$ cat config.mk
export PLATFORM = sky130hd
export DESIGN_NAME = first_fit_block_allocator_core_flat
export DESIGN_NICKNAME = d
export VERILOG_FILES = /design/src/hw/rtl/ffba_pkg.sv /design/src/hw/rtl/ffba_if.sv /design/src/hw/rtl/first_fit_block_allocator_core.sv /design/src/hw/rtl/ffba_table_ram.sv /design/src/flat_wrapper.sv
export SDC_FILE = /design/constraint.sdc
export NUM_CORES = 2
export LEC_CHECK = 0
export BUFFER_PORTS_ARGS = -buffer_cell sky130_fd_sc_hd__buf_2
export CAP_MARGIN = 5
export CORE_UTILIZATION = 45
export CTS_CLUSTER_DIAMETER = 100
export DETAILED_ROUTE_END_ITERATION = 8
export PLACE_DENSITY = 0.63
export SLEW_MARGIN = 30
export SYNTH_ARGS = -nofsm -noshare
export SYNTH_HDL_FRONTEND = slang
export SYNTH_HIERARCHICAL = 1
export SYNTH_SLANG_ARGS = --single-unit
$ cat constraint.sdc
create_clock -name clk_i -period 8.3 [get_ports clk_i]
set_input_delay 2.49 -clock clk_i [delete_from_list [all_inputs] [get_ports clk_i]]
set_output_delay 2.49 -clock clk_i [all_outputs]
set_load 0.02 [all_outputs]
$ cat src/hw/rtl/ffba_pkg.sv
// Shared types, field widths and default sizes for the first-fit block allocator.
package ffba_pkg;

  localparam int REQ_SIZE_W = 15;
  localparam int ADDR_W     = 14;

  localparam int ARENA_BYTES_DEFAULT  = 16384;
  localparam int HEADER_BYTES_DEFAULT = 32;
  localparam int MAX_BLOCKS_DEFAULT   = 64;

  typedef enum logic {
    KIND_ALLOC   = 1'b0,
    KIND_RELEASE = 1'b1
  } kind_e;

  typedef enum logic [1:0] {
    STATUS_OK       = 2'd0,
    STATUS_NOMEM    = 2'd1,
    STATUS_FULL     = 2'd2,
    STATUS_NOTFOUND = 2'd3
  } status_e;

  typedef enum logic [1:0] {
    ST_IDLE,
    ST_SCAN,
    ST_RESULT
  } state_e;

endpackage

$ cat src/hw/rtl/ffba_if.sv
// Request and response channel interfaces of the block allocator.
interface ffba_req_if;
  import ffba_pkg::*;

  logic                  valid;
  logic                  ready;
  kind_e                 kind;
  logic [REQ_SIZE_W-1:0] request_size;
  logic [ADDR_W-1:0]     release_address;

  modport source (output valid, kind, request_size, release_address, input ready);
  modport sink   (input valid, kind, request_size, release_address, output ready);
endinterface

interface ffba_rsp_if;
  import ffba_pkg::*;

  logic              valid;
  logic              ready;
  logic [ADDR_W-1:0] block_address;
  status_e           status;
  logic              reused;

  modport source (output valid, block_address, status, reused, input ready);
  modport sink   (input valid, block_address, status, reused, output ready);
endinterface

$ cat src/hw/rtl/first_fit_block_allocator_core.sv
// First-fit block allocator: the block table sits in a synchronous RAM scanned one entry a cycle.
// A scan that hits ends early; otherwise every entry below the block count is read, at one read
// per cycle on the table RAM.
// One request is in work at a time; the next is taken as soon as the response is registered.
// Reset clears the break pointer, the block count and the control state; table entries are
// only read below the block count and need no clearing.
module first_fit_block_allocator_core #(
  parameter int ARENA_BYTES  = ffba_pkg::ARENA_BYTES_DEFAULT,
  parameter int HEADER_BYTES = ffba_pkg::HEADER_BYTES_DEFAULT,
  parameter int MAX_BLOCKS   = ffba_pkg::MAX_BLOCKS_DEFAULT
) (
  input  logic       clk_i,
  input  logic       rst_ni,
  ffba_req_if.sink   req_i,
  ffba_rsp_if.source rsp_o
);
  import ffba_pkg::*;

  localparam int BW    = $clog2(ARENA_BYTES + 1);
  localparam int AW    = $clog2(ARENA_BYTES + HEADER_BYTES + 1);
  localparam int SUMW  = $clog2(ARENA_BYTES + HEADER_BYTES + (2 ** REQ_SIZE_W) + 1);
  localparam int CW    = $clog2(MAX_BLOCKS + 1);
  localparam int IW    = $clog2(MAX_BLOCKS);
  localparam int EW    = AW + REQ_SIZE_W + 1;
  localparam int CMPW  = (AW > ADDR_W) ? AW : ADDR_W;

  state_e                state_q, state_d;
  kind_e                 kind_q, kind_d;
  logic [REQ_SIZE_W-1:0] size_q, size_d;
  logic [ADDR_W-1:0]     raddr_q, raddr_d;
  logic [BW-1:0]         brk_q, brk_d;
  logic [CW-1:0]         cnt_q, cnt_d;
  logic [CW-1:0]         idx_q, idx_d;
  logic                  rd_pend_q, rd_pend_d;
  logic [IW-1:0]         rd_idx_q, rd_idx_d;
  logic [ADDR_W-1:0]     res_addr_q, res_addr_d;
  status_e               res_status_q, res_status_d;
  logic                  res_reused_q, res_reused_d;
  logic                  out_valid_q, out_valid_d;
  logic [ADDR_W-1:0]     out_addr_q, out_addr_d;
  status_e               out_status_q, out_status_d;
  logic                  out_reused_q, out_reused_d;

  logic                  mem_we, mem_re;
  logic [IW-1:0]         mem_waddr, mem_raddr;
  logic [EW-1:0]         mem_wdata, mem_rdata;

  logic [AW-1:0]         ent_addr;
  logic [REQ_SIZE_W-1:0] ent_size;
  logic                  ent_free;
  logic                  hit;
  logic [SUMW-1:0]       brk_sum;
  logic                  fits;
  logic [AW-1:0]         new_addr;

  ffba_table_ram #(
    .DATA_W (EW),
    .DEPTH  (MAX_BLOCKS),
    .IDX_W  (IW)
  ) u_table (
    .clk_i   (clk_i),
    .we_i    (mem_we),
    .waddr_i (mem_waddr),
    .wdata_i (mem_wdata),
    .re_i    (mem_re),
    .raddr_i (mem_raddr),
    .rdata_o (mem_rdata)
  );

  assign {ent_addr, ent_size, ent_free} = mem_rdata;

  // The entry read in the previous cycle is checked against the request in this one.
  always_comb begin
    if (kind_q == KIND_ALLOC) begin
      hit = rd_pend_q && ent_free && (size_q <= ent_size);
    end else begin
      hit = rd_pend_q && (CMPW'(ent_addr) == CMPW'(raddr_q));
    end
  end

  assign brk_sum  = SUMW'(brk_q) + SUMW'(HEADER_BYTES) + SUMW'(size_q);
  assign fits     = brk_sum < SUMW'(ARENA_BYTES);
  assign new_addr = AW'(brk_q) + AW'(HEADER_BYTES);

  assign req_i.ready         = (state_q == ST_IDLE);
  assign rsp_o.valid         = out_valid_q;
  assign rsp_o.block_address = out_addr_q;
  assign rsp_o.status        = out_status_q;
  assign rsp_o.reused        = out_reused_q;

  always_comb begin
    state_d      = state_q;
    kind_d       = kind_q;
    size_d       = size_q;
    raddr_d      = raddr_q;
    brk_d        = brk_q;
    cnt_d        = cnt_q;
    idx_d        = idx_q;
    rd_pend_d    = 1'b0;
    rd_idx_d     = rd_idx_q;
    res_addr_d   = res_addr_q;
    res_status_d = res_status_q;
    res_reused_d = res_reused_q;
    out_valid_d  = out_valid_q && !rsp_o.ready;
    out_addr_d   = out_addr_q;
    out_status_d = out_status_q;
    out_reused_d = out_reused_q;
    mem_we       = 1'b0;
    mem_waddr    = rd_idx_q;
    mem_wdata    = mem_rdata;
    mem_re       = 1'b0;
    mem_raddr    = idx_q[IW-1:0];

    unique case (state_q)
      ST_IDLE: begin
        if (req_i.valid) begin
          kind_d  = req_i.kind;
          size_d  = req_i.request_size;
          raddr_d = req_i.release_address;
          idx_d   = '0;
          state_d = ST_SCAN;
        end
      end

      ST_SCAN: begin
        if (hit) begin
          mem_we    = 1'b1;
          mem_waddr = rd_idx_q;
          mem_wdata = {ent_addr, ent_size, kind_q == KIND_RELEASE};
          res_status_d = STATUS_OK;
          if (kind_q == KIND_ALLOC) begin
            res_addr_d   = ADDR_W'(ent_addr);
            res_reused_d = 1'b1;
          end else begin
            res_addr_d   = '0;
            res_reused_d = 1'b0;
          end
          state_d = ST_RESULT;
        end else if (idx_q < cnt_q) begin
          mem_re    = 1'b1;
          rd_pend_d = 1'b1;
          rd_idx_d  = idx_q[IW-1:0];
          idx_d     = idx_q + CW'(1);
        end else begin
          // Every entry below the count has been checked without a match.
          res_addr_d   = '0;
          res_reused_d = 1'b0;
          state_d      = ST_RESULT;
          if (kind_q == KIND_RELEASE) begin
            res_status_d = STATUS_NOTFOUND;
          end else if (cnt_q == CW'(MAX_BLOCKS)) begin
            res_status_d = STATUS_FULL;
          end else if (!fits) begin
            res_status_d = STATUS_NOMEM;
          end else begin
            mem_we       = 1'b1;
            mem_waddr    = cnt_q[IW-1:0];
            mem_wdata    = {new_addr, size_q, 1'b0};
            brk_d        = BW'(brk_sum);
            cnt_d        = cnt_q + CW'(1);
            res_addr_d   = ADDR_W'(new_addr);
            res_status_d = STATUS_OK;
          end
        end
      end

      ST_RESULT: begin
        if (!out_valid_q || rsp_o.ready) begin
          out_valid_d  = 1'b1;
          out_addr_d   = res_addr_q;
          out_status_d = res_status_q;
          out_reused_d = res_reused_q;
          state_d      = ST_IDLE;
        end
      end

      default: begin
        state_d = ST_IDLE;
      end
    endcase
  end

  always_ff @(posedge clk_i or negedge rst_ni) begin
    if (!rst_ni) begin
      state_q     <= ST_IDLE;
      brk_q       <= '0;
      cnt_q       <= '0;
      idx_q       <= '0;
      rd_pend_q   <= 1'b0;
      out_valid_q <= 1'b0;
    end else begin
      state_q     <= state_d;
      brk_q       <= brk_d;
      cnt_q       <= cnt_d;
      idx_q       <= idx_d;
      rd_pend_q   <= rd_pend_d;
      out_valid_q <= out_valid_d;
    end
  end

  always_ff @(posedge clk_i) begin
    kind_q       <= kind_d;
    size_q       <= size_d;
    raddr_q      <= raddr_d;
    rd_idx_q     <= rd_idx_d;
    res_addr_q   <= res_addr_d;
    res_status_q <= res_status_d;
    res_reused_q <= res_reused_d;
    out_addr_q   <= out_addr_d;
    out_status_q <= out_status_d;
    out_reused_q <= out_reused_d;
  end

endmodule

$ cat src/hw/rtl/ffba_table_ram.sv
// Block table storage: one write port and one registered read port.
module ffba_table_ram #(
  parameter int DATA_W = 30,
  parameter int DEPTH  = 64,
  parameter int IDX_W  = 6
) (
  input  logic              clk_i,
  input  logic              we_i,
  input  logic [IDX_W-1:0]  waddr_i,
  input  logic [DATA_W-1:0] wdata_i,
  input  logic              re_i,
  input  logic [IDX_W-1:0]  raddr_i,
  output logic [DATA_W-1:0] rdata_o
);

  logic [DATA_W-1:0] mem [DEPTH];
  logic [DATA_W-1:0] rdata_q;

  always_ff @(posedge clk_i) begin
    if (we_i) begin
      mem[waddr_i] <= wdata_i;
    end
  end

  always_ff @(posedge clk_i) begin
    if (re_i) begin
      rdata_q <= mem[raddr_i];
    end
  end

  assign rdata_o = rdata_q;

endmodule
$ cat src/flat_wrapper.sv
// flat-port wrapper written by rule: the top's interface ports become plain ports
module first_fit_block_allocator_core_flat import ffba_pkg::*;
#(
  parameter int ARENA_BYTES  = ffba_pkg::ARENA_BYTES_DEFAULT,
  parameter int HEADER_BYTES = ffba_pkg::HEADER_BYTES_DEFAULT,
  parameter int MAX_BLOCKS   = ffba_pkg::MAX_BLOCKS_DEFAULT
)
  (clk_i, rst_ni, req_i_valid, req_i_kind, req_i_request_size, req_i_release_address, req_i_ready, rsp_o_valid, rsp_o_block_address, rsp_o_status, rsp_o_reused, rsp_o_ready);
  ffba_req_if req_i_i ();
  ffba_rsp_if rsp_o_i ();
  input  logic clk_i;
  input  logic rst_ni;
  input wire logic [$bits(req_i_i.valid)-1:0] req_i_valid;
  input wire logic [$bits(req_i_i.kind)-1:0] req_i_kind;
  input wire logic [$bits(req_i_i.request_size)-1:0] req_i_request_size;
  input wire logic [$bits(req_i_i.release_address)-1:0] req_i_release_address;
  output wire logic [$bits(req_i_i.ready)-1:0] req_i_ready;
  output wire logic [$bits(rsp_o_i.valid)-1:0] rsp_o_valid;
  output wire logic [$bits(rsp_o_i.block_address)-1:0] rsp_o_block_address;
  output wire logic [$bits(rsp_o_i.status)-1:0] rsp_o_status;
  output wire logic [$bits(rsp_o_i.reused)-1:0] rsp_o_reused;
  input wire logic [$bits(rsp_o_i.ready)-1:0] rsp_o_ready;
  assign req_i_i.valid = req_i_valid;
  assign req_i_i.kind = req_i_kind;
  assign req_i_i.request_size = req_i_request_size;
  assign req_i_i.release_address = req_i_release_address;
  assign req_i_ready = req_i_i.ready;
  assign rsp_o_valid = rsp_o_i.valid;
  assign rsp_o_block_address = rsp_o_i.block_address;
  assign rsp_o_status = rsp_o_i.status;
  assign rsp_o_reused = rsp_o_i.reused;
  assign rsp_o_i.ready = rsp_o_ready;
  first_fit_block_allocator_core #(.ARENA_BYTES(ARENA_BYTES), .HEADER_BYTES(HEADER_BYTES), .MAX_BLOCKS(MAX_BLOCKS)) u_core (.clk_i(clk_i), .rst_ni(rst_ni), .req_i(req_i_i), .rsp_o(rsp_o_i));
endmodule
==> Word-level counts from Yosys, hierarchy flattened <==
Memories as Yosys holds them, arrays and structs flattened. A register that Yosys moved wholly into a read port is not among the register bits.
Cells that the tools add are included.
{ "totals": {"n_memories": 1, "regBits": 103, "ram_bits": 1984, "input_bits": 34, "word_cells": 103} }
{ "classes": {"n_eq_ne": 10, "order_cmp": 3, "n_addsub": 5, "n_bitwise": 4, "muxes": 48, "reduce_logical": 16} }
{ "memory_table": {"columns": ["name", "words", "width", "read_ports", "rd_clocked_by_memory_dff", "write_ports", "line_no", "text"], "rows": [
  ["u_core.u_table.mem", 64, 31, 1, 1, 1, "ffba_table_ram.sv:16", "logic [DATA_W-1:0] mem [DEPTH];"]
]} }
{ "op_table": {"columns": ["cell", "count"], "rows": [
  ["$mux W31", 6],
  ["$mux W14", 6],
  ["$mux W6", 6],
  ["$mux W7", 3],
  ["$mux W1", 18],
  ["$add A15 B6 Y16 const B", 1],
  ["$add A16 B15 Y16", 1],
  ["$lt A16 B15 Y1 const B", 1],
  ["$add A15 B6 Y15 const B", 1],
  ["$eq A15 B14 Y1", 1],
  ["$le A15 B15 Y1", 1],
  ["$add A7 B1 Y7 const B", 2],
  ["$mux W2", 7],
  ["$pmux W7 S2", 1],
  ["$eq A7 B7 Y1 const B", 1],
  ["$lt A7 B7 Y1", 1],
  ["$ne A2 B1 Y1 const B", 3],
  ["$pmux W2 S3", 1],
  ["$reduce_and A2 Y1", 3],
  ["$reduce_and A3 Y1", 2],
  ["$reduce_and A6 Y1", 1],
  ["$logic_and A1 B1 Y1", 4],
  ["$ne A2 B2 Y1 const B", 2],
  ["$not A1 Y1", 4],
  ["8 further kinds", 9]
]} }

==> Longest topological paths before layout <==
{ "logic_depth": {"depth_word": 11, "mapped_depth": 16, "mapped_depth_nobuf": 15} }

==> Hierarchy <==
Netlist, hierarchy kept.
{ "modules_own_cells": {"columns": ["module", "instances", "area_per_inst_um2", "cells_each"], "rows": [
  ["ffba_table_ram", 1, 76621.0, 3417],
  ["first_fit_block_allocator_core", 1, 5715.5, 507]
]} }

==> Least setup slack after synthesis <==
Ideal clock, no wire load.
{ "synth_path": {"path_type": "reg2reg", "startpoint": "register u_core.size_q[1]", "endpoint": "memory u_core/u_table/mem[32][0] (netlist name) (enable)", "required_time_ns": 7.842, "path_stages_with_launch": 17, "t_arrival_ns": 5.879, "slack_ns": 1.963, "setup_time_ns": 0.458, "path_cell_list": "edfxtp_1 > ha_1 > ha_1 > inv_1 > fa_1 > nor2b_1 > o31a_1 > o21ai_1 > o31ai_1 > xor2_1 > nor4_4 > buf_2 > mux2_2 > clkbuf_1 > nor2_1 > nand4b_1 > nor3_1"} }
{ "synth_between": {"elab_cells_between_ends": 19} }
{ "synth_rtl": {"columns": ["element", "line_no", "text"], "rows": [
  ["start: declaration", "first_fit_block_allocator_core.sv:29", "logic [REQ_SIZE_W-1:0] size_q, size_d;"],
  ["start signal: assignment", "first_fit_block_allocator_core.sv:203", "size_q <= size_d;"],
  ["$add A16 B15 Y16", "first_fit_block_allocator_core.sv:81", "assign brk_sum = SUMW'(brk_q) + SUMW'(HEADER_BYTES) + SUMW'(size_q);"],
  ["$lt A16 B15 Y1", "first_fit_block_allocator_core.sv:82", "assign fits = brk_sum < SUMW'(ARENA_BYTES);"],
  ["$mux W6", "first_fit_block_allocator_core.sv:153", "end else if (!fits) begin"],
  ["$mux W6", "first_fit_block_allocator_core.sv:151", "end else if (cnt_q == CW'(MAX_BLOCKS)) begin"],
  ["$mux W6", "first_fit_block_allocator_core.sv:149", "if (kind_q == KIND_RELEASE) begin"],
  ["$mux W6", "first_fit_block_allocator_core.sv:139", "end else if (idx_q < cnt_q) begin"],
  ["$mux W6 *", "first_fit_block_allocator_core.sv:126", "if (hit) begin"],
  ["$mux W6 *", "first_fit_block_allocator_core.sv:114", "unique case (state_q)"],
  ["via u_core.mem_waddr[3]", "first_fit_block_allocator_core.sv:45", "logic [IW-1:0] mem_waddr, mem_raddr;"],
  ["end: declaration", "ffba_table_ram.sv:16", null]
]} }
Mark *: on every way through the listed nets, which the timed path passes. The rest lies on a longest branch.

==> Worst setup path in the final report <==
{ "layout_path": {"startpoint": "register u_core.size_q[1]", "endpoint": "memory u_core/u_table/mem[9][25] (netlist name) (enable)"} }
The elaborated chain is that of the path after synthesis.

==> reports/qor.csv <==
stage;metric;value;unit
drt;vias_per_cell;6.07;
setup_path;path_cells;ha_1 -> ha_1 -> inv_1 -> fa_1 -> nor2b_1 -> o31a_1 -> o21ai_1 -> o31ai_1 -> xor2_1 -> nor4_4 -> mux2_2 -> nor2_1 -> nand3_1 -> buf_4 -> nor2_4 -> buf_16;
drt;first_pass_iters;5;
grt;grt_pass1_wl;297000;um
clock_tree;cts_buffer_depth;3;
floorplan;dieWidth;430;um
clock_tree;numClockSinks;2118;
floorplan;design.die.area;185000;sq um
final_layout;area_delta_synth_final;14.8;%
synthesis;synth_nets;4013;
drt;drc;0;
final_layout;drive_above_1_share;24.7;%
sta;finalSetupTns;0;ns
synthesis;yosys.area_share.adder;0.845;%
placement;gp_congestion;0.922;
setup_path;worstReg2RegEnd;u_core/u_table/mem[9][25]$_DFFE_PP_;
floorplan;core_region_area;181000;sq um
power_and_ir_drop;p_leak;29.2;nW
setup_path;cp_common_cell;ha_1;
grt;grt_use_met1;32.2;%
synthesis;yosys.area_share.simple;1.66;%
synthesis;synthFlopType;edfxtp_1;
synthesis;synth-edff-count;2085;
final_layout;num-fill-cells;13900;
synthesis;synth_cell_types;55;
setup_path;crit_arrival;6.64;ns
synthesis;synth_top_family_by_area;multiplexers;
sta;relSlewSlack;26.9;%
synthesis;yosysTopAreaCell;edfxtp_1;
synthesis;yosysSeqAreaShare;77.0;%
setup_path;rr_startpoint;u_core/size_q[1]$_DFFE_PP_;
grt;met3_usage;3.93;%
setup_path;reg2reg_depth;16;
sta;hold_viol;0;
synthesis;syn_avg_cell_area;21.0;sq um
floorplan;initial_core_util;45.4;%
power_and_ir_drop;ir_drop;0.255;mV
grt;met2_usage;35.3;%
synthesis;ys_ff_latch;2118;
clock_tree;cts_hold_buf;0;
sta;fin_skew;0.0357;ns
final_layout;final_nets;4227;
grt;antenna_found_initial;8;
clock_tree;worstSkewPairLatency;0.86;ns
setup_path;critPathLaunchType;register;
synthesis;muxShareOfSynthArea;15.1;%
synthesis;synth_commonest_cells;edfxtp_1, mux4_2, mux2i_1;
grt;overflow;0;
setup_path;crit_buf_inv;3;
sta;max_freq;0.164;GHz
synthesis;synth_top_area_share;76.0;%
synthesis;async_flop_share;1.56;%
sta;hold_ws;0.416;ns
worst_hold_path;hold_path_startpoint;u_core/res_reused_q$_SDFFCE_PN0P_;
sta;rsz0062_at_grt;no;
setup_path;crit_slowest_cell;nor4_4;
clock_tree;post_cts_buffers;0;
sta;period_share;73.3;%
synthesis;synthTopCellsByArea;edfxtp_1, mux4_2, mux2i_1;
sta;worst_slew_pin_slew;1.09;ns
sta;timing.final.crit_period;6.08;ns
grt;grt_max_degree;109;
drt;drt_wl_total;210000;um
synthesis;syn_area;82300;sq um
clock_tree;htree_levels;4;
grt;busiest_layer;met2;
worst_hold_path;hold_depth;0;
drt;drtAntennaViolNets;0;
clock_tree;clk_pin_slew;0.06;ns
outcome;run_status;finished, final reports clean;
floorplan;io-pin-count;53;
clock_tree;cts_resized;0;
setup_path;worstPathMaxFanout;17;
drt;initialDrtViolationCount;5316;
setup_path;worst-setup-path-type;reg -> reg;
placement;io_buffers;52;
power_and_ir_drop;p_per_area;318;nW/um^2
floorplan;fp.dieH;430;um
floorplan;rows;156;
drt;routedWlPerCell;31.4;um
worst_hold_path;min_to;u_core/rsp_o.reused$_DFFE_PP_;
synthesis;synthCells;3924;
synthesis;yosysMostFrequentCell;edfxtp_1;
setup_path;required;8.86;ns
setup_path;cp_top_family;simple AND/OR/NAND/NOR gates;
placement;hpwl;127000;um
sta;setup-violations-final;0;
sta;drv_slew;0;
synthesis;synth-xor-area-share;0.457;%
job;max_cap_violations;0;
synthesis;synth_compound_area_share;3.55;%
clock_tree;root_buffer;clkbuf_16;
setup_path;crit_path_end_kind;register;
grt;grt_pass1_vias;39500;
drt;vias;40600;
clock_tree;numCtsBuffers;204;
setup_path;critical-path-max-stage-delay;0.71;ns
grt;grt_usage;22.7;%
worst_hold_path;min_path_type;reg -> reg;
clock_tree;cts_tree;yes;
synthesis;yosysWarnings;6;
setup_path;reg2reg_slack;2.22;ns
kinds of logic after synthesis:
logic type	count (synthesis)
xor gates and xnor gates	43
and+or+nand+nor	286
adders and majority gates	55
muxes	734
DFF	2118
AOI/OAI and AO/OA	449
buffers and inverters	239
placed cells by master, fill, tap and decap left out, drive strengths merged, types with 15 or more instances in the layout:
cell type | synthesis | final
nor2 | 109 | 109
clkinv | 0 | 100
o31ai | 29 | 29
a31oi | 56 | 56
mux2i | 298 | 298
o22ai | 87 | 87
nand3 | 15 | 15
a21o | 31 | 31
edfxtp | 2085 | 2085
xnor2 | 34 | 34
nand2 | 62 | 62
nor3 | 16 | 16
o21ai | 90 | 90
buf | 115 | 213
inv | 34 | 39
clkbuf | 90 | 243
dfrtp | 33 | 33
mux4 | 403 | 403
and3 | 28 | 28
a21oi | 27 | 27
bufinv | 0 | 27
a22oi | 104 | 104
ha | 54 | 54
mux2 | 33 | 33
where the power goes:
group | switching (mW) | leakage (nW) | internal (mW)
clock network | 4.02 | 3.34 | 5.41
registers | 0.226 | 19.2 | 13.7
logic | 4.70 | 6.65 | 2.02
worst max path at each step:
stage	to	depth (start not counted)	start	slack (ns)
detailed placement	u_core/u_table/mem[9][24]$_DFFE_PP_	15	u_core/size_q[1]$_DFFE_PP_	2.24
finish	u_core/u_table/mem[9][25]$_DFFE_PP_	16	u_core/size_q[1]$_DFFE_PP_	2.22
CTS	u_core/u_table/mem[9][1]$_DFFE_PP_	15	u_core/size_q[1]$_DFFE_PP_	2.19
global placement	u_core/u_table/mem[24][1]$_DFFE_PP_	15	u_core/size_q[1]$_DFFE_PP_	2.02
global route	u_core/u_table/mem[2][26]$_DFFE_PP_	15	u_core/size_q[1]$_DFFE_PP_	1.99
floorplan	u_core/u_table/mem[32][0]$_DFFE_PP_	16	u_core/size_q[1]$_DFFE_PP_	1.96
stage by stage:
stage / instances / setup slack (ns) / power (mW) / util [%] / cell area, sq um
5_1_grt: 6679 / 1.99 / 31.0 / 52.1 / 94500
2_1_floorplan: 3924 / 1.96 / 18.0 / - / 82300
4_1_cts: 6668 / 2.19 / 30.2 / 52.0 / 94200
3_3_place_gp: 6249 / 2.02 / 20.7 / 47.5 / 86200
6_report: 6682 / 2.22 / 30.1 / 52.1 / 94500
3_5_place_dp: 6291 / 2.24 / 20.9 / 48.2 / 87400
final cells by class:
class | instances | area (sq um) | share of cell area (%)
antenna | 3 | 7.51 | 0.00794
sequential | 2118 | 63500 | 67.1
timing repair buffer | 213 | 2510 | 2.65
inverter | 34 | 128 | 0.135
tap | 2370 | 2970 | 3.14
clock buffer | 243 | 5300 | 5.61
multi-input combinational | 1567 | 18600 | 19.7
clock inverter | 134 | 1520 | 1.61
metal layers:
layer / part of all wire [%] / vias up
li1: - / 16800
met1: 41 / 21600
met2: 47 / 1804
met3: 8.1 / 315
met4: 4.0 / 2
met5: 0.0052 / -
worst register-to-register path, cell delays in order (launching register included):
cell and delay [ns]:
edfxtp_1 0.43, ha_1 0.31, ha_1 0.18, inv_1 0.07
fa_1 0.47, nor2b_1 0.18, o31a_1 0.20, o21ai_1 0.15
o31ai_1 0.37, xor2_1 0.24, nor4_4 0.72, mux2_2 0.51
nor2_1 0.19, nand3_1 0.55, buf_4 0.43, nor2_4 0.55
buf_16 0.24
state kept, by name, summed over array words and instances, names as in the netlist, 2 cells and up:
name,flops
u_core/u_table/mem,1984
u_core/u_table/rdata_o,31
u_core/brk_q,15
u_core/size_q,15
u_core/raddr_q,14
u_core/res_addr_q,14
u_core/rsp_o.block_address,14
u_core/cnt_q,7
u_core/idx_q,7
u_core/rd_idx_q,6
u_core/res_status_q,2
u_core/rsp_o.status,2
u_core/state_q,2
Power figures use the tool's default switching activity.
